===== src/sv/bldc_zc_pkg.sv =====
package bldc_zc_pkg;

    // Field widths
    localparam int unsigned STEP_W  = 3;
    localparam int unsigned CNT_W   = 18;
    localparam int unsigned TOTAL_W = 16;
    localparam int unsigned HIST_W  = 8;
    localparam int unsigned THR_W   = 4;
    localparam int unsigned ONES_W  = 4;

    // Period arithmetic: sum = 2*count + 99*reload fits in 25 bits
    localparam int unsigned SUM_W       = 25;
    localparam int unsigned RECIP_W     = 26;
    localparam int unsigned RECIP_SHIFT = 32;
    localparam int unsigned PROD_W      = SUM_W + RECIP_W;
    localparam int unsigned QUOT_W      = PROD_W - RECIP_SHIFT;

    // ceil(2^32 / 100): exact floor(sum / 100) for every sum below 2^30
    localparam logic [RECIP_W-1:0] RECIP_MUL = 26'd42949673;
    localparam logic [6:0]         MUL_99    = 7'd99;

    localparam logic [CNT_W-1:0]   RELOAD_MAX = 18'h3FFFF;
    localparam logic [TOTAL_W-1:0] TOTAL_MAX  = 16'hFFFF;
    localparam logic [STEP_W-1:0]  STEP_FIRST = 3'd0;
    localparam logic [STEP_W-1:0]  STEP_LAST  = 3'd5;

    // Action codes
    localparam logic [1:0] ACT_SAMPLE = 2'd0;
    localparam logic [1:0] ACT_COMMUT = 2'd1;
    localparam logic [1:0] ACT_READ   = 2'd2;
    localparam logic [1:0] ACT_LOAD   = 2'd3;

    // Motor mode codes
    localparam logic [1:0] MODE_IDLE = 2'd0;
    localparam logic [1:0] MODE_OPEN = 2'd1;
    localparam logic [1:0] MODE_RUN  = 2'd2;

    // Phase drive codes
    localparam logic [1:0] DRV_PWM  = 2'd0;
    localparam logic [1:0] DRV_HIGH = 2'd1;
    localparam logic [1:0] DRV_LOW  = 2'd2;

    // Configuration register byte addresses
    localparam logic [1:0] ADDR_ZC_THRESHOLD = 2'd0;
    localparam logic [THR_W-1:0] ZC_THRESHOLD_RST = 4'd5;

    typedef struct packed {
        logic [1:0]        action;
        logic [2:0]        bemf;       // {w, v, u}
        logic [1:0]        mode;
        logic [SUM_W-1:0]  sum;
        logic [STEP_W-1:0] step_value;
    } t_item;

    typedef struct packed {
        logic [1:0] u;
        logic [1:0] v;
        logic [1:0] w;
    } t_drive;

    typedef struct packed {
        t_drive             drive;
        logic [STEP_W-1:0]  step;
        logic               zc_detected;
        logic [TOTAL_W-1:0] count;
        logic [CNT_W-1:0]   new_reload;
        logic               reload_update;
    } t_result;

    // Drive pattern of one commutation step
    function automatic t_drive drive_of(input logic [STEP_W-1:0] step);
        t_drive d;
        case (step)
            3'd0:    d = '{u: DRV_PWM,  v: DRV_HIGH, w: DRV_LOW };
            3'd1:    d = '{u: DRV_PWM,  v: DRV_LOW,  w: DRV_HIGH};
            3'd2:    d = '{u: DRV_LOW,  v: DRV_PWM,  w: DRV_HIGH};
            3'd3:    d = '{u: DRV_HIGH, v: DRV_PWM,  w: DRV_LOW };
            3'd4:    d = '{u: DRV_HIGH, v: DRV_LOW,  w: DRV_PWM };
            3'd5:    d = '{u: DRV_LOW,  v: DRV_HIGH, w: DRV_PWM };
            default: d = '{u: DRV_PWM,  v: DRV_HIGH, w: DRV_LOW };
        endcase
        return d;
    endfunction

    // Comparator bit of the floating phase, inverted on odd steps
    function automatic logic float_bit(input logic [STEP_W-1:0] step, input logic [2:0] bemf);
        logic b;
        case (step)
            3'd0:    b = bemf[0];
            3'd1:    b = ~bemf[2];
            3'd2:    b = bemf[1];
            3'd3:    b = ~bemf[0];
            3'd4:    b = bemf[2];
            3'd5:    b = ~bemf[1];
            default: b = bemf[0];
        endcase
        return b;
    endfunction

    function automatic logic [ONES_W-1:0] ones8(input logic [HIST_W-1:0] v);
        logic [ONES_W-1:0] n;
        n = '0;
        for (int i = 0; i < HIST_W; i++) begin
            n = n + ONES_W'(v[i]);
        end
        return n;
    endfunction

endpackage


===== src/sv/bldc_zc_period.sv =====
module bldc_zc_period (
    input  logic [bldc_zc_pkg::SUM_W-1:0] i_sum,
    output logic [bldc_zc_pkg::CNT_W-1:0] o_reload
);
    import bldc_zc_pkg::*;

    logic [PROD_W-1:0] prod;
    logic [QUOT_W-1:0] quot;

    // Divide by 100 through the scaled reciprocal
    assign prod = PROD_W'(i_sum) * PROD_W'(RECIP_MUL);
    assign quot = prod[PROD_W-1:RECIP_SHIFT];

    // Clamp to the timer range
    assign o_reload = (quot > QUOT_W'(RELOAD_MAX)) ? RELOAD_MAX : quot[CNT_W-1:0];

endmodule


===== src/sv/bldc_zc_core.sv =====
module bldc_zc_core (
    input  logic                            i_clk,
    input  logic                            i_rst_n,
    input  logic                            i_adv,
    input  bldc_zc_pkg::t_item              i_item,
    input  logic [bldc_zc_pkg::THR_W-1:0]   i_threshold,
    input  logic [bldc_zc_pkg::CNT_W-1:0]   i_reload,
    output bldc_zc_pkg::t_result            o_result
);
    import bldc_zc_pkg::*;

    logic [STEP_W-1:0]  r_step,  n_step;
    logic [HIST_W-1:0]  r_hist,  n_hist;
    logic               r_seen,  n_seen;
    logic [TOTAL_W-1:0] r_total, n_total;

    logic [HIST_W-1:0]  hist_shift;
    logic               detected;
    logic               update;
    logic [CNT_W-1:0]   new_reload;
    logic [TOTAL_W-1:0] count_out;

    assign hist_shift = {r_hist[HIST_W-2:0], float_bit(r_step, i_item.bemf)};

    // Work out the next state for the beat in the input stage
    always_comb begin
        n_step     = r_step;
        n_hist     = r_hist;
        n_seen     = r_seen;
        n_total    = r_total;
        detected   = 1'b0;
        update     = 1'b0;
        new_reload = '0;
        case (i_item.action)
            ACT_SAMPLE: begin
                if (!r_seen) begin
                    n_hist = hist_shift;
                    if (ones8(hist_shift) >= i_threshold) begin
                        n_seen   = 1'b1;
                        detected = 1'b1;
                        if (r_total != TOTAL_MAX) begin
                            n_total = r_total + 1'b1;
                        end
                        if (i_item.mode == MODE_RUN) begin
                            update     = 1'b1;
                            new_reload = i_reload;
                        end
                    end
                end
            end
            ACT_COMMUT: begin
                if (i_item.mode inside {MODE_OPEN, MODE_RUN}) begin
                    n_step = (r_step == STEP_LAST) ? STEP_FIRST : r_step + 1'b1;
                end
                n_hist = '0;
                n_seen = 1'b0;
            end
            ACT_READ: begin
                n_total = '0;
            end
            ACT_LOAD: begin
                if (i_item.step_value <= STEP_LAST) begin
                    n_step = i_item.step_value;
                end
            end
            default: begin
                n_step = r_step;
            end
        endcase
        count_out = (i_item.action == ACT_READ) ? r_total : n_total;
    end

    // Assemble the result beat
    always_comb begin
        o_result.drive         = drive_of(n_step);
        o_result.step          = n_step;
        o_result.zc_detected   = detected;
        o_result.count         = count_out;
        o_result.new_reload    = new_reload;
        o_result.reload_update = update;
    end

    // Commit state when the beat moves to the output stage
    always_ff @(posedge i_clk) begin
        if (!i_rst_n) begin
            r_step  <= STEP_FIRST;
            r_hist  <= '0;
            r_seen  <= 1'b0;
            r_total <= '0;
        end else if (i_adv) begin
            r_step  <= n_step;
            r_hist  <= n_hist;
            r_seen  <= n_seen;
            r_total <= n_total;
        end
    end

endmodule


===== src/sv/bldc_zc_top.sv =====
// Sensorless six-step BLDC commutation with back-EMF zero-crossing detection.
// Each accepted beat carries one action (sample, commutation, read-and-clear
// count, load step) and produces exactly one result beat with the phase
// drives for the step after that action, the zero-crossing flag, the
// crossing count and, on a crossing in running mode, the new commutation
// period floor((2*count + 99*reload) / 100), clamped to 18 bits.
// The block takes one beat per clock cycle while o_stall is low; an accepted
// beat passes the input register, then the result register, and the core
// state commits when the beat enters the result register. The zero-
// crossing threshold sits at APB byte address 0 and resets to 5; write it
// only while no beat is in flight.
module bldc_six_step_bemf_zero_cross_top (
    input  logic                                 i_clk,
    input  logic                                 i_rst_n,

    // APB configuration port
    input  logic                                 psel,
    input  logic                                 penable,
    input  logic                                 pwrite,
    input  logic [1:0]                           paddr,
    input  logic [31:0]                          pwdata,
    output logic [31:0]                          prdata,
    output logic                                 pready,

    // Input channel
    input  logic                                 i_valid,
    output logic                                 o_stall,
    input  logic [1:0]                           i_action,
    input  logic                                 i_bemf_u,
    input  logic                                 i_bemf_v,
    input  logic                                 i_bemf_w,
    input  logic [1:0]                           i_motor_mode,
    input  logic [bldc_zc_pkg::CNT_W-1:0]        i_commut_count,
    input  logic [bldc_zc_pkg::CNT_W-1:0]        i_commut_reload,
    input  logic [bldc_zc_pkg::STEP_W-1:0]       i_step_value,

    // Output channel
    output logic                                 o_valid,
    input  logic                                 i_stall,
    output logic [1:0]                           o_drive_u,
    output logic [1:0]                           o_drive_v,
    output logic [1:0]                           o_drive_w,
    output logic [bldc_zc_pkg::STEP_W-1:0]       o_current_step,
    output logic                                 o_zc_detected,
    output logic [bldc_zc_pkg::TOTAL_W-1:0]      o_crossing_count,
    output logic [bldc_zc_pkg::CNT_W-1:0]        o_new_reload,
    output logic                                 o_reload_update
);
    import bldc_zc_pkg::*;

    logic [THR_W-1:0] r_threshold;
    logic             cfg_wr;

    logic             r_s1_valid;
    t_item            r_s1_item;
    t_item            in_item;
    logic             s1_adv;
    logic             in_take;

    logic             r_out_valid;
    t_result          r_out;
    t_result          core_result;
    logic [CNT_W-1:0] period;

    // Configuration register
    assign pready = 1'b1;
    assign cfg_wr = psel && penable && pwrite && (paddr == ADDR_ZC_THRESHOLD);
    assign prdata = (paddr == ADDR_ZC_THRESHOLD) ? {28'd0, r_threshold} : 32'd0;

    always_ff @(posedge i_clk) begin
        if (!i_rst_n) begin
            r_threshold <= ZC_THRESHOLD_RST;
        end else if (cfg_wr) begin
            r_threshold <= pwdata[THR_W-1:0];
        end
    end

    // Handshake: advance the input stage whenever the result register frees up
    assign s1_adv  = r_s1_valid && (!r_out_valid || !i_stall);
    assign o_stall = r_s1_valid && !s1_adv;
    assign in_take = i_valid && !o_stall;

    // Pack the incoming beat; fold the period numerator ahead of the register
    always_comb begin
        in_item.action     = i_action;
        in_item.bemf       = {i_bemf_w, i_bemf_v, i_bemf_u};
        in_item.mode       = i_motor_mode;
        in_item.sum        = (SUM_W'(i_commut_count) << 1)
                           + SUM_W'(i_commut_reload) * SUM_W'(MUL_99);
        in_item.step_value = i_step_value;
    end

    // Input stage
    always_ff @(posedge i_clk) begin
        if (!i_rst_n) begin
            r_s1_valid <= 1'b0;
        end else if (in_take) begin
            r_s1_valid <= 1'b1;
        end else if (s1_adv) begin
            r_s1_valid <= 1'b0;
        end
    end

    always_ff @(posedge i_clk) begin
        if (in_take) begin
            r_s1_item <= in_item;
        end
    end

    bldc_zc_period u_period (
        .i_sum    (r_s1_item.sum),
        .o_reload (period)
    );

    bldc_zc_core u_core (
        .i_clk       (i_clk),
        .i_rst_n     (i_rst_n),
        .i_adv       (s1_adv),
        .i_item      (r_s1_item),
        .i_threshold (r_threshold),
        .i_reload    (period),
        .o_result    (core_result)
    );

    // Result register
    always_ff @(posedge i_clk) begin
        if (!i_rst_n) begin
            r_out_valid <= 1'b0;
        end else if (s1_adv) begin
            r_out_valid <= 1'b1;
        end else if (!i_stall) begin
            r_out_valid <= 1'b0;
        end
    end

    always_ff @(posedge i_clk) begin
        if (s1_adv) begin
            r_out <= core_result;
        end
    end

    assign o_valid          = r_out_valid;
    assign o_drive_u        = r_out.drive.u;
    assign o_drive_v        = r_out.drive.v;
    assign o_drive_w        = r_out.drive.w;
    assign o_current_step   = r_out.step;
    assign o_zc_detected    = r_out.zc_detected;
    assign o_crossing_count = r_out.count;
    assign o_new_reload     = r_out.new_reload;
    assign o_reload_update  = r_out.reload_update;

endmodule

===== config.mk =====
export PLATFORM = sky130hd
export DESIGN_NAME = bldc_six_step_bemf_zero_cross_top
export DESIGN_NICKNAME = d
export VERILOG_FILES = /design/src/sv/bldc_zc_pkg.sv /design/src/sv/bldc_zc_period.sv /design/src/sv/bldc_zc_core.sv /design/src/sv/bldc_zc_top.sv
export SDC_FILE = /design/constraint.sdc
export NUM_CORES = 1
export LEC_CHECK = 0
export ABC_CLOCK_PERIOD_IN_PS = 9700
export BUFFER_PORTS_ARGS = -buffer_cell sky130_fd_sc_hd__buf_4
export CAP_MARGIN = 20
export CORE_ASPECT_RATIO = 1.4
export CORE_MARGIN = 3
export CORE_UTILIZATION = 30
export CTS_CLUSTER_DIAMETER = 60
export DETAILED_ROUTE_END_ITERATION = 16
export GPL_TIMING_DRIVEN = 0
export PLACE_DENSITY = 0.57
export SLEW_MARGIN = 20
export SYNTH_ARGS = -nofsm -noshare
export SYNTH_HDL_FRONTEND = slang
export SYNTH_SLANG_ARGS = --single-unit

===== constraint.sdc =====
create_clock -name i_clk -period 9.7 [get_ports i_clk]
set_input_delay 2.425 -clock i_clk [delete_from_list [all_inputs] [get_ports i_clk]]
set_output_delay 2.425 -clock i_clk [all_outputs]
set_load 0.01 [all_outputs]

==> summary.json <==
{
  "timing": {
    "setup_viol_count_final": 0,
    "finalHoldViolCount": 0,
    "max_slew_margin_pct": 39.0,
    "tcrit_tclk_final_pct": 77.2,
    "rsz0062_at_grt": "no",
    "final.setup_skew_ns": 0.0127,
    "setup-tns-final_ns": 0,
    "final-max-slew-violation-count": 0,
    "timing_worst_slew_pin_value_ns": 0.907,
    "final_critical_delay_including_setup_and_external_delays_ns": 7.49,
    "final.setup.worst_slack_ns": 2.21,
    "fmax_achieved_mhz": 134
  },
  "finish": {
    "drive_above_1_share_pct": 9.60,
    "fin_cells": 2800,
    "layout.core_utilization_pct": 34.6,
    "finish.net_count": 2674,
    "post_synthesis_to_final_layout_area_growth_pct": 14.1,
    "antennaDiodeCount": 0,
    "seqCellArea_sq_um": 3060,
    "n_fill_cell": 6090,
    "area_used_by_multi_input_combinational_logic_sq_um": 13100
  },
  "clock_network": {
    "worstSkewPairLatency_ns": 0.44,
    "clk_pin_slew_worst_paths_ns": 0.06,
    "post-cts-setup-buffer-count": 0,
    "cts_tree": "done",
    "h-tree-depth": 4,
    "clk_root_buffer_cell": "sky130_fd_sc_hd__clkbuf_16",
    "clock_sink_count": 113,
    "tritoncts.num_buffers": 17,
    "cts_resized": 0,
    "cts_hold_buf": 0,
    "ctsLongestPathBuffers": 2
  },
  "critical_path": {
    "reg2regPathDepth": 22,
    "data_required_time_of_the_critical_path_ns": 9.87,
    "timing_worst_setup_path_type": "register to register",
    "worstSetupStartpoint": "r_s1_item[13]",
    "regToRegStartpoint": "r_s1_item[13]",
    "worstPathMaxFanout": 10,
    "endpoint_kind": "register",
    "cp-start-kind": "register",
    "worst-endpoint-arrival_ns": 7.66
  },
  "synthesis": {
    "synth_compound_area_share_pct": 8.33,
    "ys_ff_latch": 113,
    "yosys-mux-area-fraction_pct": 0.462,
    "yosys_most_used_dff": "sky130_fd_sc_hd__edfxtp_1",
    "share_of_async_settable_or_async_resettable_flops_after_synthesis_pct": 0,
    "yosysWarnings": 0,
    "sequential_fraction_of_the_synthesis_area_pct": 16.9,
    "post_synth_num_cell_types": 71,
    "leading_area_contributor_after_synthesis": "sky130_fd_sc_hd__fa_1",
    "synth_simple_gate_area_share_pct": 7.04,
    "synth_area_leaders": "sky130_fd_sc_hd__fa_1 29%, sky130_fd_sc_hd__ha_1 24%, sky130_fd_sc_hd__edfxtp_1 13%",
    "syn_area_per_cell_sq_um": 9.96,
    "synth_top_cell_area_share_pct": 28.9,
    "yosys.area_share.xor_xnor_pct": 2.62,
    "synth.cells.most_frequent": "488 x sky130_fd_sc_hd__inv_1, 348 x sky130_fd_sc_hd__ha_1, 262 x sky130_fd_sc_hd__fa_1, 83 x sky130_fd_sc_hd__a21oi_1, 80 x sky130_fd_sc_hd__edfxtp_1",
    "yosysMostFrequentCell": "sky130_fd_sc_hd__inv_1",
    "synth-edff-count": 80,
    "synth-adder-area-share_pct": 52.9,
    "synthesis.instances": 1820,
    "cell_area_after_synthesis_sq_um": 18100,
    "main_combinational_cell_family_by_area_after_synthesis": "adder cells"
  },
  "route": {
    "route.vias.total": 12700,
    "drc_errors": 0,
    "drt_iter0_drc": 368,
    "route.antenna.remaining_nets": 0,
    "wl_per_cell_um": 15.8,
    "drt_first_pass_iters": 5,
    "detail_route.wirelength_um": 44200,
    "detail_route.vias_per_cell": 4.54
  },
  "global_route": {
    "first_global_vias": 13900,
    "antenna_found_initial": 0,
    "grt_start_max_net_pins": 35,
    "grt_pass1_wl_um": 70300,
    "globalRouteTotalUtil_pct": 14.2,
    "globalRoute.totalOverflow": 0
  },
  "placement": {
    "detailedPlace.worstSlack_ns": 2.22,
    "dp.cells": 2768,
    "io_buffers": 109,
    "dp_hpwl_um": 38900,
    "gpl.final_weighted_congestion": 0.935
  },
  "run": {
    "cap_viol_max_count": 0
  },
  "run_status": {
    "run_status": "finished, final reports clean"
  },
  "floorplan": {
    "start_util_pct": 30.3,
    "die-height_um": 297,
    "dieWidth_um": 214,
    "ioPinCount": 167,
    "row_count": 106,
    "core_region_area_sq_um": 59800,
    "die-area_sq_um": 63500
  },
  "min_path": {
    "number_of_stages_on_the_worst_hold_path": 2,
    "min-delay-path-class": "register to register",
    "worstHoldStart": "r_threshold[2]"
  }
}
==> metal layers <==
layer / track usage (%) / wire length, um / vias up
li1: - / - / 6094
met1: 14.0 / 15300 / 6302
met2: 28.6 / 25800 / 243
met3: 1.69 / 1100 / 79
met4: 6.46 / 1960 / 0
met5: 0 / 0 / -
==> flip-flops by register name (all words and copies together) (netlist names) <==
name              flops
r_s1_valid            1
o_zc_detected         1
o_drive_v             2
o_drive_u             2
r_s1_item            35
o_crossing_count     16
u_core.r_step         3
u_core.r_total       16
o_valid               1
o_drive_w             2
o_reload_update       1
u_core.r_seen         1
r_threshold           4
o_new_reload         18
o_current_step        3
u_core.r_hist         7
==> placed cells by master (no fill, tap or decap), types with 25 or more instances in the layout <==
master	instances
sky130_fd_sc_hd__inv_1	488
sky130_fd_sc_hd__ha_1	348
sky130_fd_sc_hd__fa_1	262
sky130_fd_sc_hd__buf_4	138
sky130_fd_sc_hd__a21oi_1	83
sky130_fd_sc_hd__edfxtp_1	80
sky130_fd_sc_hd__nand2_1	74
sky130_fd_sc_hd__nor2_1	60
sky130_fd_sc_hd__o21ai_0	50
sky130_fd_sc_hd__xnor2_1	38
sky130_fd_sc_hd__dfxtp_1	33
sky130_fd_sc_hd__conb_1	29
sky130_fd_sc_hd__a21o_1	25
==> metrics by stage <==
step                instance area, sq um  hold WS [ns]
floorplan                          18200         0.445
global placement                   20100         0.463
CTS                                20700         0.496
global route                       20700         0.528
detailed placement                 20100         0.479
finish                             20700         0.493
==> kinds of logic (layout without fill, tap and decap cells) <==
family,count (synthesis),after routing
flip-flops,113,113
adder cells (fa/ha/maj),610,610
buffers and inverters,533,676
XOR/XNOR,52,52
AO/OA/AOI/OAI,239,239
other,2,29
AND/OR/NAND/NOR,263,263
multiplexers,8,8
==> final timing paths <==
check | endpoint | slack, ns
worst max-delay path | o_new_reload[11] | 2.21
worst min-delay path | r_threshold[2] | 0.49
worst max register to register | o_new_reload[11] | 2.21
worst min register to register | r_threshold[2] | 0.49
==> final cells by class <==
class                           count  share of cell area, %
Multi-Input combinational cell   1201                   63.1
Sequential cell                   113                   14.8
Inverter                          488                   8.86
Tap cell                          810                   4.90
Timing Repair Buffer              111                   4.15
Clock buffer                       19                   2.20
Buffer                             45                   1.40
Clock inverter                     13                  0.544
==> worst max-delay path: stages (launching register included) <==
cell and delay [ns]:
sky130_fd_sc_hd__edfxtp_1 0.68, sky130_fd_sc_hd__ha_1 0.58, sky130_fd_sc_hd__inv_1 0.13, sky130_fd_sc_hd__fa_1 0.52, sky130_fd_sc_hd__fa_1 0.53, sky130_fd_sc_hd__fa_1 0.53, sky130_fd_sc_hd__inv_1 0.05, sky130_fd_sc_hd__fa_1 0.46
sky130_fd_sc_hd__fa_1 0.55, sky130_fd_sc_hd__inv_1 0.06, sky130_fd_sc_hd__fa_1 0.66, sky130_fd_sc_hd__inv_1 0.08, sky130_fd_sc_hd__ha_1 0.35, sky130_fd_sc_hd__a21oi_1 0.14, sky130_fd_sc_hd__o21ai_0 0.15, sky130_fd_sc_hd__a221oi_1 0.42
sky130_fd_sc_hd__and4b_1 0.27, sky130_fd_sc_hd__a21boi_2 0.11, sky130_fd_sc_hd__a221oi_2 0.27, sky130_fd_sc_hd__o21ai_2 0.12, sky130_fd_sc_hd__xnor2_4 0.30, sky130_fd_sc_hd__buf_6 0.19, sky130_fd_sc_hd__a21oi_1 0.08
Power is not shown: default switching activity piles up to over one toggle a cycle in this logic, so the estimate is an artifact.
